==> src/hdl/assert_macros.svh <==
// assertion helpers shared by the rtl files
`ifndef ASSERT_MACROS_SVH
`define ASSERT_MACROS_SVH

`ifndef SYNTHESIS
// same-cycle implication
`define ASSERT_IMPLIES(label, clk, rst, pre, post) \
   label: assert property (@(posedge clk) disable iff (rst) (pre) |-> (post)) \
      else $error("assertion failed");
// next-cycle implication
`define ASSERT_NEXT(label, clk, rst, pre, post) \
   label: assert property (@(posedge clk) disable iff (rst) (pre) |=> (post)) \
      else $error("assertion failed");
`else
`define ASSERT_IMPLIES(label, clk, rst, pre, post)
`define ASSERT_NEXT(label, clk, rst, pre, post)
`endif

`endif

==> src/hdl/tdf_pkg.sv <==
`timescale 1ns / 1ps

package tdf_pkg;

   // default width of the value to factorize
   localparam int unsigned VALUE_WIDTH_DEFAULT = 32;

   // status of the shared serial divider
   typedef struct packed {
      logic busy;
      logic done;
   } div_status_type;

endpackage

==> src/hdl/trial_division_factorizer.sv <==
`timescale 1ns / 1ps
`include "assert_macros.svh"

// Trial-division factorizer: accepts one positive integer on req_ and returns its
// prime factors in ascending order on rsp_, repeats included, with rsp_tlast on the
// final item; an input of 1 (or 0) gives one item with factor 0 and rsp_tuser set.
// Each trial divisor costs one pass through the shared bit-serial divider: a
// launch in ST_START, VALUE_WIDTH divider steps and a decision; each factor found
// costs one more pass plus the hand-off of the item to the output register in
// ST_EMIT. The candidate divisors are 2 and the odd numbers up to the square root
// of the remaining value, so a 32-bit prime takes about 32768 candidates.
// req_tready is high only in ST_IDLE, between numbers. Results go through an
// output register, so the search continues while one result waits.

module trial_division_factorizer
   import tdf_pkg::*;
#(
   parameter int unsigned VALUE_WIDTH = VALUE_WIDTH_DEFAULT
) (
   input  logic                                clock,
   input  logic                                reset,
   input  logic                                req_tvalid,
   output logic                                req_tready,
   // number
   input  logic [((VALUE_WIDTH + 7) / 8) * 8-1:0] req_tdata,
   output logic                                rsp_tvalid,
   input  logic                                rsp_tready,
   // prime_factor
   output logic [((VALUE_WIDTH + 7) / 8) * 8-1:0] rsp_tdata,
   output logic                                rsp_tlast,
   // no_factors
   output logic                                rsp_tuser
);

   localparam int unsigned DATA_WIDTH = ((VALUE_WIDTH + 7) / 8) * 8;
   localparam int unsigned DIV_WIDTH  = VALUE_WIDTH / 2 + 1;

   typedef enum logic [3:0] {
      ST_IDLE     = 4'b0001,
      ST_START    = 4'b0010,
      ST_WAIT_DIV = 4'b0100,
      ST_EMIT     = 4'b1000
   } state_type;

   state_type              state_ff, state_in;
   state_type              after_ff, after_in;
   logic [VALUE_WIDTH-1:0] rem_val_ff, rem_val_in;
   logic [DIV_WIDTH-1:0]   trial_ff, trial_in;
   logic                   inner_ff, inner_in;
   logic [VALUE_WIDTH-1:0] emit_factor_ff, emit_factor_in;
   logic                   emit_last_ff, emit_last_in;
   logic                   emit_none_ff, emit_none_in;
   logic                   rsp_valid_ff, rsp_valid_in;
   logic [VALUE_WIDTH-1:0] rsp_factor_ff, rsp_factor_in;
   logic                   rsp_last_ff, rsp_last_in;
   logic                   rsp_none_ff, rsp_none_in;

   logic                   div_start;
   logic [VALUE_WIDTH-1:0] div_quot;
   logic [DIV_WIDTH-1:0]   div_rem;
   div_status_type         div_status;
   logic [VALUE_WIDTH-1:0] number;
   logic                   slot_free;
   logic                   past_root;

   assign number     = req_tdata[VALUE_WIDTH-1:0];
   assign req_tready = (state_ff == ST_IDLE);
   assign slot_free  = !rsp_valid_ff || rsp_tready;
   // candidate exceeds remaining / candidate, so candidate squared is too big
   assign past_root  = VALUE_WIDTH'(trial_ff) > div_quot;
   assign div_start  = (state_ff == ST_START);

   // shared divider: remaining value by current candidate
   tdf_divider #(
      .VALUE_WIDTH (VALUE_WIDTH),
      .DIV_WIDTH   (DIV_WIDTH)
   ) u_divider (
      .clock     (clock),
      .reset     (reset),
      .start     (div_start),
      .dividend  (rem_val_ff),
      .divisor   (trial_ff),
      .quotient  (div_quot),
      .remainder (div_rem),
      .status    (div_status)
   );

   // sequencer
   always_comb begin
      state_in       = state_ff;
      after_in       = after_ff;
      rem_val_in     = rem_val_ff;
      trial_in       = trial_ff;
      inner_in       = inner_ff;
      emit_factor_in = emit_factor_ff;
      emit_last_in   = emit_last_ff;
      emit_none_in   = emit_none_ff;
      rsp_valid_in   = rsp_valid_ff && !rsp_tready;
      rsp_factor_in  = rsp_factor_ff;
      rsp_last_in    = rsp_last_ff;
      rsp_none_in    = rsp_none_ff;
      unique case (state_ff)
         ST_IDLE: begin
            if (req_tvalid) begin
               rem_val_in = number;
               trial_in   = DIV_WIDTH'(2);
               inner_in   = 1'b0;
               if (number <= VALUE_WIDTH'(1)) begin
                  emit_factor_in = '0;
                  emit_last_in   = 1'b1;
                  emit_none_in   = 1'b1;
                  after_in       = ST_IDLE;
                  state_in       = ST_EMIT;
               end else begin
                  state_in = ST_START;
               end
            end
         end
         ST_START: begin
            state_in = ST_WAIT_DIV;
         end
         ST_WAIT_DIV: begin
            if (div_status.done) begin
               if (!inner_ff && past_root) begin
                  // search over; a cofactor above one is the last prime
                  if (rem_val_ff > VALUE_WIDTH'(1)) begin
                     emit_factor_in = rem_val_ff;
                     emit_last_in   = 1'b1;
                     emit_none_in   = 1'b0;
                     after_in       = ST_IDLE;
                     state_in       = ST_EMIT;
                  end else begin
                     state_in = ST_IDLE;
                  end
                  rem_val_in = VALUE_WIDTH'(1);
               end else if (div_rem == '0) begin
                  // candidate divides; a quotient of one ends the item list
                  rem_val_in     = div_quot;
                  inner_in       = 1'b1;
                  emit_factor_in = VALUE_WIDTH'(trial_ff);
                  emit_last_in   = (div_quot == VALUE_WIDTH'(1));
                  emit_none_in   = 1'b0;
                  after_in       = ST_START;
                  state_in       = ST_EMIT;
               end else begin
                  // next candidate: 2, then odd numbers
                  trial_in = trial_ff + ((trial_ff == DIV_WIDTH'(2)) ? DIV_WIDTH'(1)
                                                                      : DIV_WIDTH'(2));
                  inner_in = 1'b0;
                  state_in = ST_START;
               end
            end
         end
         ST_EMIT: begin
            if (slot_free) begin
               rsp_valid_in  = 1'b1;
               rsp_factor_in = emit_factor_ff;
               rsp_last_in   = emit_last_ff;
               rsp_none_in   = emit_none_ff;
               state_in      = after_ff;
            end
         end
         default: begin
            state_in = ST_IDLE;
         end
      endcase
   end

   // control registers
   always_ff @(posedge clock) begin
      if (reset) begin
         state_ff     <= ST_IDLE;
         after_ff     <= ST_IDLE;
         inner_ff     <= 1'b0;
         trial_ff     <= DIV_WIDTH'(2);
         rem_val_ff   <= '0;
         rsp_valid_ff <= 1'b0;
      end else begin
         state_ff     <= state_in;
         after_ff     <= after_in;
         inner_ff     <= inner_in;
         trial_ff     <= trial_in;
         rem_val_ff   <= rem_val_in;
         rsp_valid_ff <= rsp_valid_in;
      end
   end

   // payload registers
   always_ff @(posedge clock) begin
      emit_factor_ff <= emit_factor_in;
      emit_last_ff   <= emit_last_in;
      emit_none_ff   <= emit_none_in;
      rsp_factor_ff  <= rsp_factor_in;
      rsp_last_ff    <= rsp_last_in;
      rsp_none_ff    <= rsp_none_in;
   end

   assign rsp_tvalid = rsp_valid_ff;
   assign rsp_tdata  = DATA_WIDTH'(rsp_factor_ff);
   assign rsp_tlast  = rsp_last_ff;
   assign rsp_tuser  = rsp_none_ff;

   // checks
   `ASSERT_IMPLIES(a_done_in_wait, clock, reset, div_status.done, state_ff == ST_WAIT_DIV)
   `ASSERT_IMPLIES(a_busy_in_wait, clock, reset, div_status.busy, state_ff == ST_WAIT_DIV)
   `ASSERT_IMPLIES(a_none_is_last, clock, reset, rsp_valid_ff && rsp_none_ff, rsp_last_ff)
   `ASSERT_IMPLIES(a_trial_odd, clock, reset, 1'b1, trial_ff == DIV_WIDTH'(2) || trial_ff[0])

endmodule

==> src/hdl/tdf_divider.sv <==
`timescale 1ns / 1ps
`include "assert_macros.svh"

module tdf_divider
   import tdf_pkg::*;
#(
   parameter int unsigned VALUE_WIDTH = VALUE_WIDTH_DEFAULT,
   parameter int unsigned DIV_WIDTH   = VALUE_WIDTH / 2 + 1
) (
   input  logic                   clock,
   input  logic                   reset,
   input  logic                   start,
   input  logic [VALUE_WIDTH-1:0] dividend,
   input  logic [DIV_WIDTH-1:0]   divisor,
   output logic [VALUE_WIDTH-1:0] quotient,
   output logic [DIV_WIDTH-1:0]   remainder,
   output div_status_type         status
);

   localparam int unsigned CNT_WIDTH = (VALUE_WIDTH > 1) ? $clog2(VALUE_WIDTH) : 1;

   logic                   busy_ff, busy_in;
   logic                   done_ff, done_in;
   logic [CNT_WIDTH-1:0]   count_ff, count_in;
   logic [VALUE_WIDTH-1:0] quot_ff, quot_in;
   logic [DIV_WIDTH-1:0]   rem_ff, rem_in;
   logic [DIV_WIDTH-1:0]   divisor_ff, divisor_in;
   logic [DIV_WIDTH:0]     trial;
   logic [DIV_WIDTH:0]     diff;
   logic                   fits;

   // one restoring step: shift in the next dividend bit, subtract if it fits
   assign trial = {rem_ff, quot_ff[VALUE_WIDTH-1]};
   assign diff  = trial - {1'b0, divisor_ff};
   assign fits  = ~diff[DIV_WIDTH];

   // sequencing of the bit steps
   always_comb begin
      busy_in    = busy_ff;
      done_in    = 1'b0;
      count_in   = count_ff;
      quot_in    = quot_ff;
      rem_in     = rem_ff;
      divisor_in = divisor_ff;
      if (start) begin
         busy_in    = 1'b1;
         count_in   = CNT_WIDTH'(VALUE_WIDTH - 1);
         quot_in    = dividend;
         rem_in     = '0;
         divisor_in = divisor;
      end else if (busy_ff) begin
         quot_in  = {quot_ff[VALUE_WIDTH-2:0], fits};
         rem_in   = fits ? diff[DIV_WIDTH-1:0] : trial[DIV_WIDTH-1:0];
         count_in = count_ff - CNT_WIDTH'(1);
         if (count_ff == '0) begin
            busy_in = 1'b0;
            done_in = 1'b1;
         end
      end
   end

   // control registers
   always_ff @(posedge clock) begin
      if (reset) begin
         busy_ff <= 1'b0;
         done_ff <= 1'b0;
      end else begin
         busy_ff <= busy_in;
         done_ff <= done_in;
      end
   end

   // datapath registers
   always_ff @(posedge clock) begin
      count_ff   <= count_in;
      quot_ff    <= quot_in;
      rem_ff     <= rem_in;
      divisor_ff <= divisor_in;
   end

   assign quotient    = quot_ff;
   assign remainder   = rem_ff;
   assign status.busy = busy_ff;
   assign status.done = done_ff;

   // checks
   `ASSERT_IMPLIES(a_no_start_busy, clock, reset, start, !busy_ff)
   `ASSERT_IMPLIES(a_rem_below_div, clock, reset, busy_ff, rem_ff < divisor_ff)
   `ASSERT_IMPLIES(a_done_idle, clock, reset, done_ff, !busy_ff)

endmodule
==> config.mk <==
export PLATFORM = sky130hd
export DESIGN_NAME = trial_division_factorizer
export DESIGN_NICKNAME = d
export VERILOG_FILES = /design/src/hdl/tdf_pkg.sv /design/src/hdl/trial_division_factorizer.sv /design/src/hdl/tdf_divider.sv
export VERILOG_INCLUDE_DIRS = /design/src /design/src/hdl
export SDC_FILE = /design/constraint.sdc
export NUM_CORES = 1
export LEC_CHECK = 0
export BUFFER_PORTS_ARGS = -buffer_cell sky130_fd_sc_hd__buf_4
export CAP_MARGIN = 20
export CORE_MARGIN = 1
export CORE_UTILIZATION = 60
export CTS_CLUSTER_SIZE = 16
export DETAILED_ROUTE_END_ITERATION = 7
export GPL_TIMING_DRIVEN = 1
export PLACE_DENSITY = 0.8
export SLEW_MARGIN = 5
export SYNTH_ARGS = -nofsm -noshare
export SYNTH_HDL_FRONTEND = slang
export SYNTH_SLANG_ARGS = --single-unit
==> constraint.sdc <==
create_clock -name clock -period 3.88 [get_ports clock]
set_input_delay 0.388 -clock clock [delete_from_list [all_inputs] [get_ports clock]]
set_output_delay 0.388 -clock clock [all_outputs]
set_load 0.005 [all_outputs]
==> flow_metrics.tcl <==
set metrics [dict create \
    grt_pass1_vias 6710 \
    p_sw_mw 3.01 \
    diodes 0 \
    vias_per_cell 6.10 \
    postCtsSetupRepairBufs 0 \
    io_buffer_count 71 \
    min_path_cells 3 \
    path_clk_slew_ns 0.08 \
    dp_hpwl_mm 15.8 \
    cts_hold_buf 0 \
    max_stage_delay_ns 0.47 \
    drtIter0Drc 911 \
    synth-seq-area-share_pct 54.0 \
    multiInputGateArea_mm2 0.00403 \
    fp.dieH_um 128 \
    io_pins 72 \
    hold_viol 0 \
    tns_ns 0 \
    synthesis.area_mm2 0.00951 \
    critPathCaptureType "flop" \
    synthTopCellsByArea "edfxtp_1 37%, dfxtp_1 17%, nand2_1 5.8%" \
    worstRegToRegCells 9 \
    ir_worst_vdd_v 0.000535 \
    p_sw_share_pct 37.9 \
    ant_nets 0 \
    clk_latency_ns 0.45 \
    max_slew_margin_pct 56.3 \
    seq_area_mm2 0.00513 \
    cts_made_buffers 17 \
    fp.dieW_um 128 \
    crit_end "emit_factor_ff[0]" \
    crit_chain "nor4_1, nand4_1, or3_1, a21oi_1, inv_1, o21ai_2, o2111ai_1, inv_1, buf_4" \
    cp.depth 9 \
    gp_congestion 0.960 \
    clock_power_share_pct 22.5 \
    required_ns 3.98 \
    async_flop_share_pct 0 \
    p_comb_share_pct 34.5 \
    power_leakage_nw 4.35 \
    worst_path_most_repeated_cell "inv_1" \
    crit_type "flop to flop" \
    synth_top_area_cell "edfxtp_1" \
    cp_max_fo 34 \
    track_usage_pct 29.0 \
    vias 7518 \
    grt_max_degree 65 \
    worstSetupStartpointType "flop" \
    critPathBufInv 3 \
    fin_nets 1083 \
    dpl_cell_area_mm2 0.0103 \
    yosys-mux-area-fraction_pct 3.70 \
    worst_pin_slew_ns 0.656 \
    synth_simple_gate_area_share_pct 18.8 \
    critPathLaunch "u_divider.quotient[23]" \
    slew_violations 0 \
    postLayoutCoreUtil_pct 71.0 \
    routed_wl_mm 22.7 \
    crit_family "simple AND/OR/NAND/NOR gates" \
    overflow 0 \
    htree_levels 4 \
    synth.distinct_cells 57 \
    drc 0 \
    synthesis.nets 1019 \
    cts_root_buffer "clkbuf_16" \
    cts_resized 0 \
    die_area_mm2 0.0164 \
    synth_area_per_cell_um2 10.1 \
    grt_pass1_wl_mm 36.0 \
    arrival_ns 3.32 \
    yosys.area.top_type_share_pct 36.9 \
    final_cell_area_mm2 0.0109 \
    reg2reg_slack_ns 0.65 \
    drv_cap 0 \
    synth_edf_count 117 \
    fin_crit_ns 3.23 \
    power_frac_seq_pct 43.0 \
    synth_fa_ha_area_share_pct 5.29 \
    drt-pass1-iter-count 5 \
    synth_xor_area_share_pct 1.57 \
    fmax_mhz 310 \
    synth_seq_cells 198 \
    cts.sinks 198 \
    wire_per_inst_um 18.4 \
    cts_tree "done" \
    netlist_instances 944 \
    synth_top_family_by_area "simple AND/OR/NAND/NOR gates" \
    slowest_stage "nor4_1" \
    p_int_mw 4.93 \
    clockBufferDepth 2 \
    synthToLayoutAreaGrowth_pct 14.3 \
    grt_antenna_before_repair 0 \
    status "complete, no violations" \
    rsz0062_at_grt "no" \
    initial_core_util_pct 62.1 \
    final_cell_mix "146 x nand2_1, 117 x edfxtp_1, 88 x buf_4" \
    skew_ns 0.0109 \
    core_mm2 0.0153 \
    synth_compound_area_share_pct 12.8 \
    r2r_start "u_divider.quotient[23]" \
    synth_flop_cell "edfxtp_1" \
    yosys_warnings 0 \
    setup_violations 0 \
    period_share_pct 83.2 \
    final_common_cell "nand2_1" \
    n_fill_cell 1137 \
    drive_gt1_share_pct 13.2 \
    power_density_mw_per_mm2 730 \
    rows 45 \
    hold_class "input pin to flop" \
    rr_endpoint "emit_factor_ff[0]" \
]
power groups by stage:
stage	Combinational, mW	Clock (mW)	Sequential [mW]
after floorplan	2.17	0	3.25
after global placement	2.61	0	3.43
after detailed placement	2.69	0	3.44
after CTS	2.72	1.79	3.39
after global routing	3.04	1.89	3.46
final	2.74	1.78	3.41
worst min path at each step:
stage	from	to	slack, ns
after floorplan	emit_factor_ff[0]	rsp_tdata[0]	0.40
after global placement	emit_factor_ff[24]	rsp_tdata[24]	0.40
after detailed placement	emit_factor_ff[17]	rsp_tdata[17]	0.40
after global routing	req_tdata[14]	rem_val_ff[14]	0.21
final	req_tdata[14]	rem_val_ff[14]	0.22
after CTS	req_tdata[14]	rem_val_ff[14]	0.21
cells in the mapped netlist (3+ instances only):
cell / n
nand2_1: 146
edfxtp_1: 117
dfxtp_1: 81
nor2_1: 80
a21oi_1: 56
inv_1: 48
o21ai_0: 47
ha_1: 37
mux2i_1: 34
clkbuf_1: 33
a311oi_1: 31
nand3_1: 27
nor4_1: 27
and2_1: 16
nand4_1: 16
nor3_1: 12
xnor2_1: 12
a21o_1: 11
nand2b_1: 10
or4_1: 10
nor2b_1: 9
or3_1: 7
and3_1: 6
o21a_1: 6
o31ai_1: 6
a31o_2: 5
buf_2: 5
xor2_1: 5
o21bai_1: 4
a211oi_1: 3
nand3b_1: 3
o211ai_1: 3
kinds of logic after synthesis:
group                      after synthesis
AOI/OAI and AO/OA                      186
xor gates and xnor gates                17
adders and majority gates               39
buffers and inverters                   92
DFF                                    198
muxes                                   35
and+or+nand+nor                        377
layout make-up:
cell class                 instances  area share [%]
clock inverter                    14            1.61
inverter                          49            1.69
multi-input combinational        654            37.0
sequential                       198            47.2
timing repair buffer              88            6.07
clock buffer                      18            3.95
tap                              211            2.43
per-layer routing:
layer / up-vias / wire length [um] / global-route usage (%)
li1: 3571 / - / -
met1: 3513 / 10000 / 43.3
met2: 391 / 9920 / 42.0
met3: 43 / 2200 / 5.59
met4: 0 / 548 / 10.3
met5: - / 0 / 0
registers in the layout, summed over array words and instances, names as in the netlist:
name / flops
inner_ff: 1
emit_factor_ff: 32
rsp_tvalid: 1
rsp_tlast: 1
emit_last_ff: 1
after_ff: 2
u_divider.busy_ff: 1
rem_val_ff: 32
trial_ff: 17
emit_none_ff: 1
u_divider.remainder: 17
rsp_tuser: 1
u_divider.done_ff: 1
u_divider.quotient: 32
u_divider.count_ff: 5
u_divider.divisor_ff: 17
state_ff: 4
rsp_tdata: 32
through the flow:
stage	cells	setup WS, ns	hold slack (ns)	total power [mW]
after floorplan	944	0.505	0.400	5.42
after global placement	1200	0.803	0.402	6.03
after detailed placement	1200	0.732	0.405	6.13
after CTS	1232	0.713	0.211	7.90
after global routing	1232	0.454	0.213	8.39
final	1232	0.652	0.219	7.93
worst min-delay path: stages:
cell and delay [ns]:
buf_4 0.11, nand2_1 0.05, a311oi_1 0.07
(Power assumes the default switching activity.)
